`config.mk`:
```
export PLATFORM = sky130hd
export DESIGN_NAME = integer_square_root
export DESIGN_NICKNAME = d
export VERILOG_FILES = /design/src/rtl/isqrt_pkg.sv /design/src/rtl/integer_square_root.sv /design/src/rtl/isqrt_datapath.sv /design/src/rtl/isqrt_ctrl.sv
export SDC_FILE = /design/constraint.sdc
export NUM_CORES = 1
export LEC_CHECK = 0
export BUFFER_PORTS_ARGS = -buffer_cell sky130_fd_sc_hd__buf_2
export CORE_ASPECT_RATIO = 0.5
export CORE_UTILIZATION = 58
export DETAILED_ROUTE_END_ITERATION = 10
export HOLD_SLACK_MARGIN = 0.06
export PLACE_DENSITY = 0.75
export SLEW_MARGIN = 20
export SYNTH_ARGS = -nofsm -noshare
export SYNTH_HDL_FRONTEND = slang
export SYNTH_HIERARCHICAL = 1
export SYNTH_SLANG_ARGS = --single-unit
export TNS_END_PERCENT = 50
```
`constraint.sdc`:
```
create_clock -name clk -period 2.7 [get_ports clk]
set_input_delay 0.405 -clock clk [delete_from_list [all_inputs] [get_ports clk]]
set_output_delay 0.405 -clock clk [all_outputs]
set_load 0.005 [all_outputs]
```
`src/rtl/isqrt_pkg.sv`:
```
// Shared constants and controller/datapath interface types for the integer square root.
`default_nettype none
package isqrt_pkg;

	localparam int DEF_RADICAND_WIDTH = 32;
	localparam int RADICAND_PORT_W = 32;
	localparam int ROOT_W = 16;

	typedef struct packed {
		logic load;
		logic step;
		logic capture;
	} isqrt_cmd_t;

	typedef struct packed {
		logic last;
	} isqrt_sts_t;

endpackage
`default_nettype wire

```
`src/rtl/integer_square_root.sv`:
```
// Top level of the integer square root: floor root of one unsigned radicand per beat.
//
//   Channel | Signals                       | Direction
//   input   | in_valid, in_stall, radicand  | radicand in, one beat per item
//   output  | out_valid, out_stall, root    | root out, one beat per item
//
// An item begins with a load, then yields one root bit per cycle from the
// shared compare-and-subtract step until the last root bit is done.
// The output register frees the datapath, so a new radicand is taken while a
// root waits; a finished root waits in the datapath only while the previous
// root is still held, and the input stalls until the finished root is captured.
// Reset clears the state machine and the output valid flag.
`default_nettype none
module integer_square_root #(
	parameter int RADICAND_WIDTH = isqrt_pkg::DEF_RADICAND_WIDTH
) (
	input  wire logic                                   clk,
	input  wire logic                                   arst_n,
	input  wire logic                                   in_valid,
	output logic                                        in_stall,
	input  wire logic [isqrt_pkg::RADICAND_PORT_W-1:0]  radicand,
	output logic                                        out_valid,
	input  wire logic                                   out_stall,
	output logic [isqrt_pkg::ROOT_W-1:0]                root
);
	import isqrt_pkg::*;

	isqrt_cmd_t cmd;
	isqrt_sts_t sts;

	isqrt_ctrl u_ctrl (
		.clk       (clk),
		.arst_n    (arst_n),
		.in_valid  (in_valid),
		.in_stall  (in_stall),
		.out_valid (out_valid),
		.out_stall (out_stall),
		.sts       (sts),
		.cmd       (cmd)
	);

	isqrt_datapath #(
		.RADICAND_WIDTH (RADICAND_WIDTH)
	) u_datapath (
		.clk      (clk),
		.cmd      (cmd),
		.radicand (radicand),
		.sts      (sts),
		.root     (root)
	);

endmodule
`default_nettype wire

```
`src/rtl/isqrt_datapath.sv`:
```
// Datapath of the integer square root: digit-by-digit remainder, root and output registers.
`default_nettype none
module isqrt_datapath #(
	parameter int RADICAND_WIDTH = isqrt_pkg::DEF_RADICAND_WIDTH
) (
	input  wire logic                                   clk,
	input  wire isqrt_pkg::isqrt_cmd_t                  cmd,
	input  wire logic [isqrt_pkg::RADICAND_PORT_W-1:0]  radicand,
	output isqrt_pkg::isqrt_sts_t                       sts,
	output logic [isqrt_pkg::ROOT_W-1:0]                root
);
	import isqrt_pkg::*;

	localparam int RW2 = RADICAND_WIDTH + (RADICAND_WIDTH % 2);
	localparam int RTW = RW2 / 2;
	localparam int CNT_W = (RTW > 1) ? $clog2(RTW) : 1;

	logic [RW2-1:0]   x_q;
	logic [RTW:0]     rem_q;
	logic [RTW-1:0]   res_q;
	logic [CNT_W-1:0] cnt_q;
	logic [ROOT_W-1:0] root_q;

	logic [63:0]               radicand_ext;
	logic [RADICAND_WIDTH-1:0] radicand_used;
	logic [RTW+2:0]            rem_sh;
	logic [RTW+2:0]            trial;
	logic [RTW+2:0]            diff;
	logic                      ge;
	logic [RTW-1:0]            res_next;

	always_comb begin
		radicand_ext  = 64'(radicand);
		radicand_used = radicand_ext[RADICAND_WIDTH-1:0];
		rem_sh        = {rem_q, x_q[RW2-1 -: 2]};
		trial         = (RTW+3)'({res_q, 2'b01});
		ge            = rem_sh >= trial;
		diff          = rem_sh - trial;
		res_next      = cmd.step ? RTW'({res_q, ge}) : res_q;
	end

	always_ff @(posedge clk) begin
		if (cmd.load) begin
			x_q   <= RW2'(radicand_used);
			rem_q <= '0;
			res_q <= '0;
			cnt_q <= CNT_W'(RTW - 1);
		end else if (cmd.step) begin
			x_q   <= x_q << 2;
			rem_q <= ge ? diff[RTW:0] : rem_sh[RTW:0];
			res_q <= res_next;
			cnt_q <= cnt_q - 1'b1;
		end
		if (cmd.capture) begin
			root_q <= ROOT_W'(res_next);
		end
	end

	assign sts.last = (cnt_q == '0);
	assign root     = root_q;

endmodule
`default_nettype wire

```
`src/rtl/isqrt_ctrl.sv`:
```
// Controller of the integer square root: sequencing and both handshakes.
`default_nettype none
module isqrt_ctrl (
	input  wire logic                   clk,
	input  wire logic                   arst_n,
	input  wire logic                   in_valid,
	output logic                        in_stall,
	output logic                        out_valid,
	input  wire logic                   out_stall,
	input  wire isqrt_pkg::isqrt_sts_t  sts,
	output isqrt_pkg::isqrt_cmd_t       cmd
);
	import isqrt_pkg::*;

	localparam logic [1:0] S_IDLE = 2'd0;
	localparam logic [1:0] S_RUN  = 2'd1;
	localparam logic [1:0] S_HOLD = 2'd2;

	logic [1:0] state_q;
	logic [1:0] state_next;
	logic       out_valid_q;
	logic       out_free;

	assign out_free = !out_valid_q || !out_stall;

	always_comb begin
		cmd        = '0;
		state_next = state_q;
		unique case (state_q)
			S_IDLE: begin
				if (in_valid) begin
					cmd.load   = 1'b1;
					state_next = S_RUN;
				end
			end
			S_RUN: begin
				cmd.step = 1'b1;
				if (sts.last) begin
					if (out_free) begin
						cmd.capture = 1'b1;
						state_next  = S_IDLE;
					end else begin
						state_next = S_HOLD;
					end
				end
			end
			S_HOLD: begin
				if (out_free) begin
					cmd.capture = 1'b1;
					state_next  = S_IDLE;
				end
			end
			default: begin
				state_next = S_IDLE;
			end
		endcase
	end

	always_ff @(posedge clk or negedge arst_n) begin
		if (!arst_n) begin
			state_q     <= S_IDLE;
			out_valid_q <= 1'b0;
		end else begin
			state_q <= state_next;
			if (cmd.capture) begin
				out_valid_q <= 1'b1;
			end else if (!out_stall) begin
				out_valid_q <= 1'b0;
			end
		end
	end

	assign in_stall  = (state_q != S_IDLE);
	assign out_valid = out_valid_q;

endmodule
`default_nettype wire
```
# Yosys cells after proc, flatten, opt, wreduce, memory -nomap -nowiden
# Index checks and enable logic that the tools add are counted.
# W data, S select, Z words.
# word_totals
regBits	88
word_cells	41
# op_classes
reduce_logical	8
n_lt_le_gt_ge	1
eq_ne	6
muxes	17
n_addsub	2
# op_table
op	count
$mux W32	2
$ge A19 B18 Y1	1
$mux W17	1
$sub A17 B17 Y17	1
$mux W16	1
$mux W2	4
$mux W1	7
$pmux W2 S3	1
$logic_not A4 Y1	1
$ne A2 B1 Y1 const B	2
$ne A2 B2 Y1 const B	2
$reduce_bool A2 Y1	2
$sub A4 B1 Y4 const B	1
$reduce_and A3 Y1	1
$eq A2 B1 Y1 const B	1
$eq A2 B2 Y1 const B	1
$logic_not A1 Y1	2
$logic_not A2 Y1	1
$pmux W1 S2	1
$logic_or A1 B1 Y1	1

# Depth between registers and ports, before layout
# Gate-level depths: netlist of run 1.
# depth
ltp_word	6
ltp_mapped	11
depth_no_buf	8

# Modules after synthesis
# Netlist of run 1, hierarchy kept.
# by_module_without_submodules
module	area_per_inst_um2	n_inst	cells_per_inst	seq_area_each_um2
isqrt_datapath	4339.2	1	411	2182.1
isqrt_ctrl	227.7	1	24	75.1

# Worst setup path after synthesis of run 1
# OpenSTA, ideal clock, no wires.
# synth_path
kind	register to register
startpoint	register u_datapath.res_q[14]
endpoint	register u_datapath.rem_q[7]
arrival_time_ps	2273
path_slack_ps	339
stages_incl_launch_ff	10
setup_ps	88
cell_sequence	dfxtp_1 > inv_1 > ha_1 > a21o_1 > a211o_1 > a221o_1 > or3_1 > buf_6 > and3_4 > nor4_2
# synth_via
elab_chain_len	2
# synth_lines
element	line	rtl
from (decl)	isqrt_datapath.sv:20	logic [RTW-1:0] res_q;
from (signal assigned)	isqrt_datapath.sv:51	res_q <= res_next;
$ge A19 B18 Y1	isqrt_datapath.sv:37	ge = rem_sh >= trial;
$mux W17	isqrt_datapath.sv:50	rem_q <= ge ? diff[RTW:0] : rem_sh[RTW:0];
to (signal assigned)	isqrt_datapath.sv:50	
to (decl)	isqrt_datapath.sv:19	logic [RTW:0] rem_q;
# Every way passes these cells.
# A chain may end at the register's enable or synchronous reset.

# Final worst setup path of run 1
# layout_path
startpoint	register u_datapath.res_q[10]
endpoint	register u_datapath.rem_q[7]
# The elaborated chain is that of the path after synthesis.

==> impl_metrics.tcl, run 1 <==
set metrics [dict create \
    die_area_mm2 0.00825 \
    synth.area.top_cells "edfxtp_1, dfxtp_1, mux2_2, ha_1, nand2_1" \
    track_usage 0.239 \
    drt_iter0_drc 220 \
    start_util 0.612 \
    hp-class "in2reg" \
    synth_warnings 6 \
    fp.dieH_um 64.7 \
    synth.cell_area_mm2 0.00457 \
    power_density_mw_per_mm2 1350 \
    place_area_mm2 0.00505 \
    p_total_mw 7.36 \
    fin_tns_setup_ns 0 \
    fin_skew_ns 0.00943 \
    core_area_mm2 0.00746 \
    slew_headroom 0.642 \
    outcome "completed" \
    final_common_cell "buf_2" \
    path_cells "inv_1 > ha_1 > a21oi_1 > o21ai_0 > a221o_1 > or3_1 > buf_4 > and3_4 > nor4_2" \
    layout-drive-gt1-share 0.256 \
    synthesis.nets 494 \
    period_needed_ns 2.61 \
    antenna_found_initial 0 \
    ys.flop_type "edfxtp_1" \
    multi_input_comb_area_mm2 0.00212 \
    yosys.cell_types.count 60 \
    numClockSinks 88 \
    cts_buffers 9 \
    synth_cells 435 \
    die_w_um 127 \
    rows 22 \
    netlist.area_leader.share 0.316 \
    finalHoldViolations 0 \
    nets 558 \
    io_buffer_count 53 \
    cp-end-kind "flop" \
    clkTransAtPathRegs_ns 0.06 \
    cts-root-buf "clkbuf_16" \
    syn_avg_cell_area_um2 10.5 \
    ys_ff_latch 88 \
    synth_edf_count 48 \
    fill_cells 576 \
    synth_top_cell_by_area "edfxtp_1" \
    ant_nets 0 \
    synthArstFlopShare 0.0341 \
    drt_pass1_iterations 5 \
    clock_latency_ns 0.34 \
    rsz0062_at_grt "yes" \
    postCtsSetupRepairBufs 0 \
    hpwl_mm 6.50 \
    place_congestion 0.889 \
    postLayoutCoreUtil 0.729 \
    grt_max_degree 33 \
    wire_per_inst_um 14.9 \
    cts.path.max_buffers 2 \
    tritoncts "built" \
    grt_pass1_vias 3055 \
    antennaDiodeCount 0 \
    num_io_pins 54 \
    gr-total-overflow 0 \
    layout_common_cells "buf_2, edfxtp_1, nand2_1" \
    slowest_delay_ns 0.40 \
    finalMaxSlewViolations 0 \
    min_period_over_period 0.967 \
    vias 3304 \
    wl_mm 9.09 \
    vias_per_cell 5.40 \
    syn2layout_area_growth_pct 19.0 \
    post-route-cell-area_mm2 0.00544 \
    worst_pin_slew_ns 0.531 \
    required_ns 2.95 \
    drv_cap 0 \
    worstPathArrival_ns 2.86 \
    fmax_mhz 383 \
    setup_viol 0 \
    path_class "reg2reg" \
    critPathLaunchType "flop" \
    seq_area_mm2 0.00226 \
    grt_pass1_wl_mm 15.0 \
    route.detailed.drc 0 \
    cp_slowest_cell "or3_1" \
    htreeDepth 3 \
    peakVddDrop_mv 0.608 \
    crit_fanout 12 \
    synth_seq_area_share 0.494 \
    p_leak_nw 2.19 \
]
==> area by class of cell <==
cell class	count	area share
multi-input combinational	295	0.390
clock inverter	5	0.0189
clock buffer	11	0.0467
sequential	88	0.415
timing repair buffer	73	0.0822
tap	108	0.0249
inverter	32	0.0221
==> worst paths after layout <==
path,start,to,slack [ns],cells past startpoint
min reg2reg,u_datapath/cnt_q[3],u_datapath/cnt_q[3],0.51,2
max reg2reg,u_datapath/res_q[10],u_datapath/rem_q[7],0.09,9
max in group asynchronous,arst_n,u_ctrl/state_q[0],2.21,2
min,out_stall,u_ctrl/out_valid,0.32,3
min in group asynchronous,arst_n,u_ctrl/out_valid,0.39,2
max,u_datapath/res_q[10],u_datapath/rem_q[7],0.09,9
==> worst max-delay path: cells and delay by family, from the launching register on <==
kind	cells	cell delay, ns
AOI/OAI and AO/OA	3	0.82
DFF	1	0.33
and+or+nand+nor	3	0.80
adders and majority gates	1	0.31
buffers and inverters	2	0.26
==> metrics by stage <==
step           hold WS [ns]  setup slack, ns  cells
6_report              0.321           0.0886    612
5_1_grt               0.339          -0.0184    612
4_1_cts               0.310           0.0558    612
3_5_place_dp          0.204            0.157    595
3_3_place_gp          0.202            0.215    595
2_1_floorplan         0.109            0.339    435
==> where the power goes <==
part	leakage, nW	internal (mW)	switching (mW)
Sequential	0.794	2.04	0.235
Clock	0.171	0.959	0.496
Combinational	1.22	1.66	1.97
Total	2.19	4.65	2.70
==> synth_stat cells (all sizes together) (4+ instances only) <==
library cell	n
a21o	6
nor3	7
inv	32
nand2b	8
xnor2	10
nand4	4
dfxtp	37
buf	8
a311oi	7
clkbuf	12
nand3	4
ha	23
mux2	32
and2	4
a21oi	20
nor2	25
nand2	41
edfxtp	48
nor2b	18
o21ai	25
and3	4
==> state kept, by name, indices dropped and copies added, names as in the netlist <==
signal / cells
u_datapath/x_q: 32
u_datapath/rem_q: 17
u_ctrl/state_q: 2
u_datapath/res_q: 16
u_ctrl/out_valid: 1
u_datapath/cnt_q: 4
u_datapath/root: 16
==> repair_timing <==
item	in CTS	in global routing
resized for setup	0	3
endpoints found under the setup margin	0	6
hold buffers	1	0
endpoints found under the hold margin	3	0
==> logic make-up after synthesis <==
family,synth area share
and+or+nand+nor,0.159
AOI/OAI and AO/OA,0.133
DFF,0.494
buffers and inverters,0.0463
muxes,0.0797
adders and majority gates,0.0630
xor gates and xnor gates,0.0249
==> layer usage <==
layer  routed length (um)  up-vias  track usage
met3                  547       10       0.0669
met5                    0        -            0
li1                     -     1697            -
met1                 4780     1502        0.345
met2                 3690       95        0.353
met4                   82        0       0.0580
(Power assumes the default switching activity.)
==> inputs of run 2 (changes only) <==
CORE_ASPECT_RATIO = 0.8   (was 0.5)
TNS_END_PERCENT = unset   (was 50)
==> run 2 against run 1 <==
Net effect: non-clock buffer count down 4; sequential share of layout area rose by 1.3 points; global-route usage decreased by 1.8 points; die area fell by 0.23%; worst hold slack got worse by 0.039 ns; routed wire length shrank 4.6%; combinational power hardly changed; final cell count decreased by 1.1%; flip-flop and latch count is the same; count of clock-buffer cells in the layout shrank 2; first-iteration DRC count is 29% lower; clock skew shrank 0.0014 ns.
==> impl_metrics.tcl, run 2 (synthesis gave the netlist of run 1 again) <==
set metrics [dict create \
    largest_reg_flops 32 \
    wire_per_inst_um 14.3 \
    period_needed_ns 2.56 \
    grt_max_degree 48 \
    antennaDiodeCount 0 \
    syn2layout_area_growth_pct 15.5 \
    cts.path.max_buffers 2 \
    p_leak_nw 2.10 \
    route.detailed.drc 0 \
    tritoncts "built" \
    die_area_mm2 0.00823 \
    worst_pin_slew_ns 0.478 \
    path_buf_inv 2 \
    finalMaxSlewViolations 0 \
    fmax_mhz 390 \
    start_util 0.609 \
    vias 3333 \
    r2r.worst_path.cells 9 \
    setup_viol 0 \
    layout-drive-gt1-share 0.256 \
    hp-class "in2reg" \
    clock_latency_ns 0.36 \
    critPathLaunchType "flop" \
    num_io_pins 54 \
    cp_slowest_cell "or3_4" \
    rsz0062_at_grt "no" \
    ant_nets 0 \
    fill_cells 610 \
    rows 28 \
    numClockSinks 88 \
    cts_buffers 9 \
    crit_fanout 10 \
    gr-total-overflow 0 \
    place_congestion 0.903 \
    vias_per_cell 5.51 \
    top_register "u_datapath/x_q" \
    drt_iter0_drc 156 \
    outcome "completed" \
    drt_pass1_iterations 5 \
    crit_family "simple AND/OR/NAND/NOR gates" \
    die_w_um 101 \
    cp-endpoint "u_datapath/rem_q[13]" \
    timing.rr.start "u_datapath/res_q[13]" \
    required_ns 3.01 \
    fp.dieH_um 81.4 \
    track_usage 0.221 \
    io_buffer_count 53 \
    path_depth 9 \
    htreeDepth 3 \
    r2r-end "u_datapath/rem_q[13]" \
    cts-root-buf "clkbuf_8" \
    path_class "reg2reg" \
    core_area_mm2 0.00750 \
    worstPathArrival_ns 2.87 \
    final_common_cell "buf_2" \
    p_total_mw 6.92 \
    path_cells "inv_1 > ha_1 > and4b_1 > and4_1 > a221o_1 > or3_4 > buf_12 > o31ai_1 > a31o_1" \
    hpwl_mm 6.11 \
    crit_path_start "u_datapath/res_q[13]" \
    power_density_mw_per_mm2 1310 \
    fin_tns_setup_ns 0 \
    layout_common_cells "buf_2, edfxtp_1, nand2_1" \
    fin_skew_ns 0.00799 \
    slowest_delay_ns 0.46 \
    min_period_over_period 0.950 \
    clkTransAtPathRegs_ns 0.09 \
    grt_pass1_vias 3005 \
    antenna_found_initial 0 \
    nets 554 \
    grt_pass1_wl_mm 13.8 \
    largestRegisters "u_datapath/x_q: 32 flops, u_datapath/rem_q: 17 flops" \
    finalHoldViolations 0 \
    drv_cap 0 \
    rrSetupSlack_ns 0.14 \
    peakVddDrop_mv 0.608 \
    slew_headroom 0.678 \
    cp-end-kind "flop" \
    wl_mm 8.67 \
]
[run 2: cell count changes in the layout (fill, tap and decap cells not counted), moves of 2 or more]
cell | before | now
a21oi_2 | 0 | 2
clkbuf_8 | 0 | 9
clkbuf_16 | 10 | 0
buf_4 | 16 | 13
clkinvlp_4 | 1 | 3
a21oi_1 | 20 | 18
[run 2: area by class of cell]
cell class                      count  area, um2  area share
Clock buffer                        9        124      0.0235
Clock inverter                      7        103      0.0194
Inverter                           32        120      0.0228
Multi-Input combinational cell    295       2130       0.403
Sequential cell                    88       2260       0.428
Tap cell                          105        131      0.0249
Timing Repair Buffer               69        413      0.0783
[run 2: worst reg2reg max path, delay by kind of cell (launching register included)]
| family | cells | cell delay (ns) |
|---|---|---|
| AOI/OAI and AO/OA | 3 | 0.71 |
| buffers and inverters | 2 | 0.23 |
| DFF | 1 | 0.34 |
| and+or+nand+nor | 3 | 0.90 |
| adders and majority gates | 1 | 0.33 |
[run 2: how the worst min path moves through the flow]
stage | from | depth (start not counted) | end
global placement | arst_n | 1 | u_ctrl/state_q[0]
CTS | out_stall | 3 | u_ctrl/out_valid
floorplan | arst_n | 0 | u_ctrl/out_valid
detailed placement | arst_n | 1 | u_ctrl/state_q[0]
finish | out_stall | 3 | u_ctrl/out_valid
global route | radicand[0] | 2 | u_datapath/x_q[0]
[run 2: power by group]
part	switching (mW)	total, mW	internal, mW	leakage [nW]
Clock	0.488	1.02	0.530	0.104
Combinational	2.00	3.65	1.65	1.20
Sequential	0.215	2.25	2.03	0.794
Total	2.70	6.92	4.22	2.10
[run 2: layer usage]
layer,GRT usage,share of wire
met2,0.335,0.44
met5,0,0
met3,0.0645,0.051
met4,0.0565,0.0098
met1,0.309,0.50
[run 2: metrics by stage]
| step | cell area (um2) | util | setup WS (ns) | std cells | hold slack (ns) |
|---|---|---|---|---|---|
| 2_1_floorplan | 4570 | - | 0.339 | 435 | 0.109 |
| 3_3_place_gp | 5020 | 0.670 | 0.116 | 588 | 0.201 |
| 3_5_place_dp | 5020 | 0.670 | 0.0233 | 588 | 0.207 |
| 4_1_cts | 5260 | 0.702 | 0.106 | 605 | 0.273 |
| 5_1_grt | 5280 | 0.704 | 0.00142 | 605 | 0.299 |
| 6_report | 5280 | 0.704 | 0.135 | 605 | 0.282 |
[run 2: timing repair]
item	4_1_cts	5_1_grt
pin swaps	0	1
resized for setup	1	3
buffers inserted	0	0
endpoints found under the hold margin	3	0
hold buffers	1	0
setup endpoints to repair	1	3
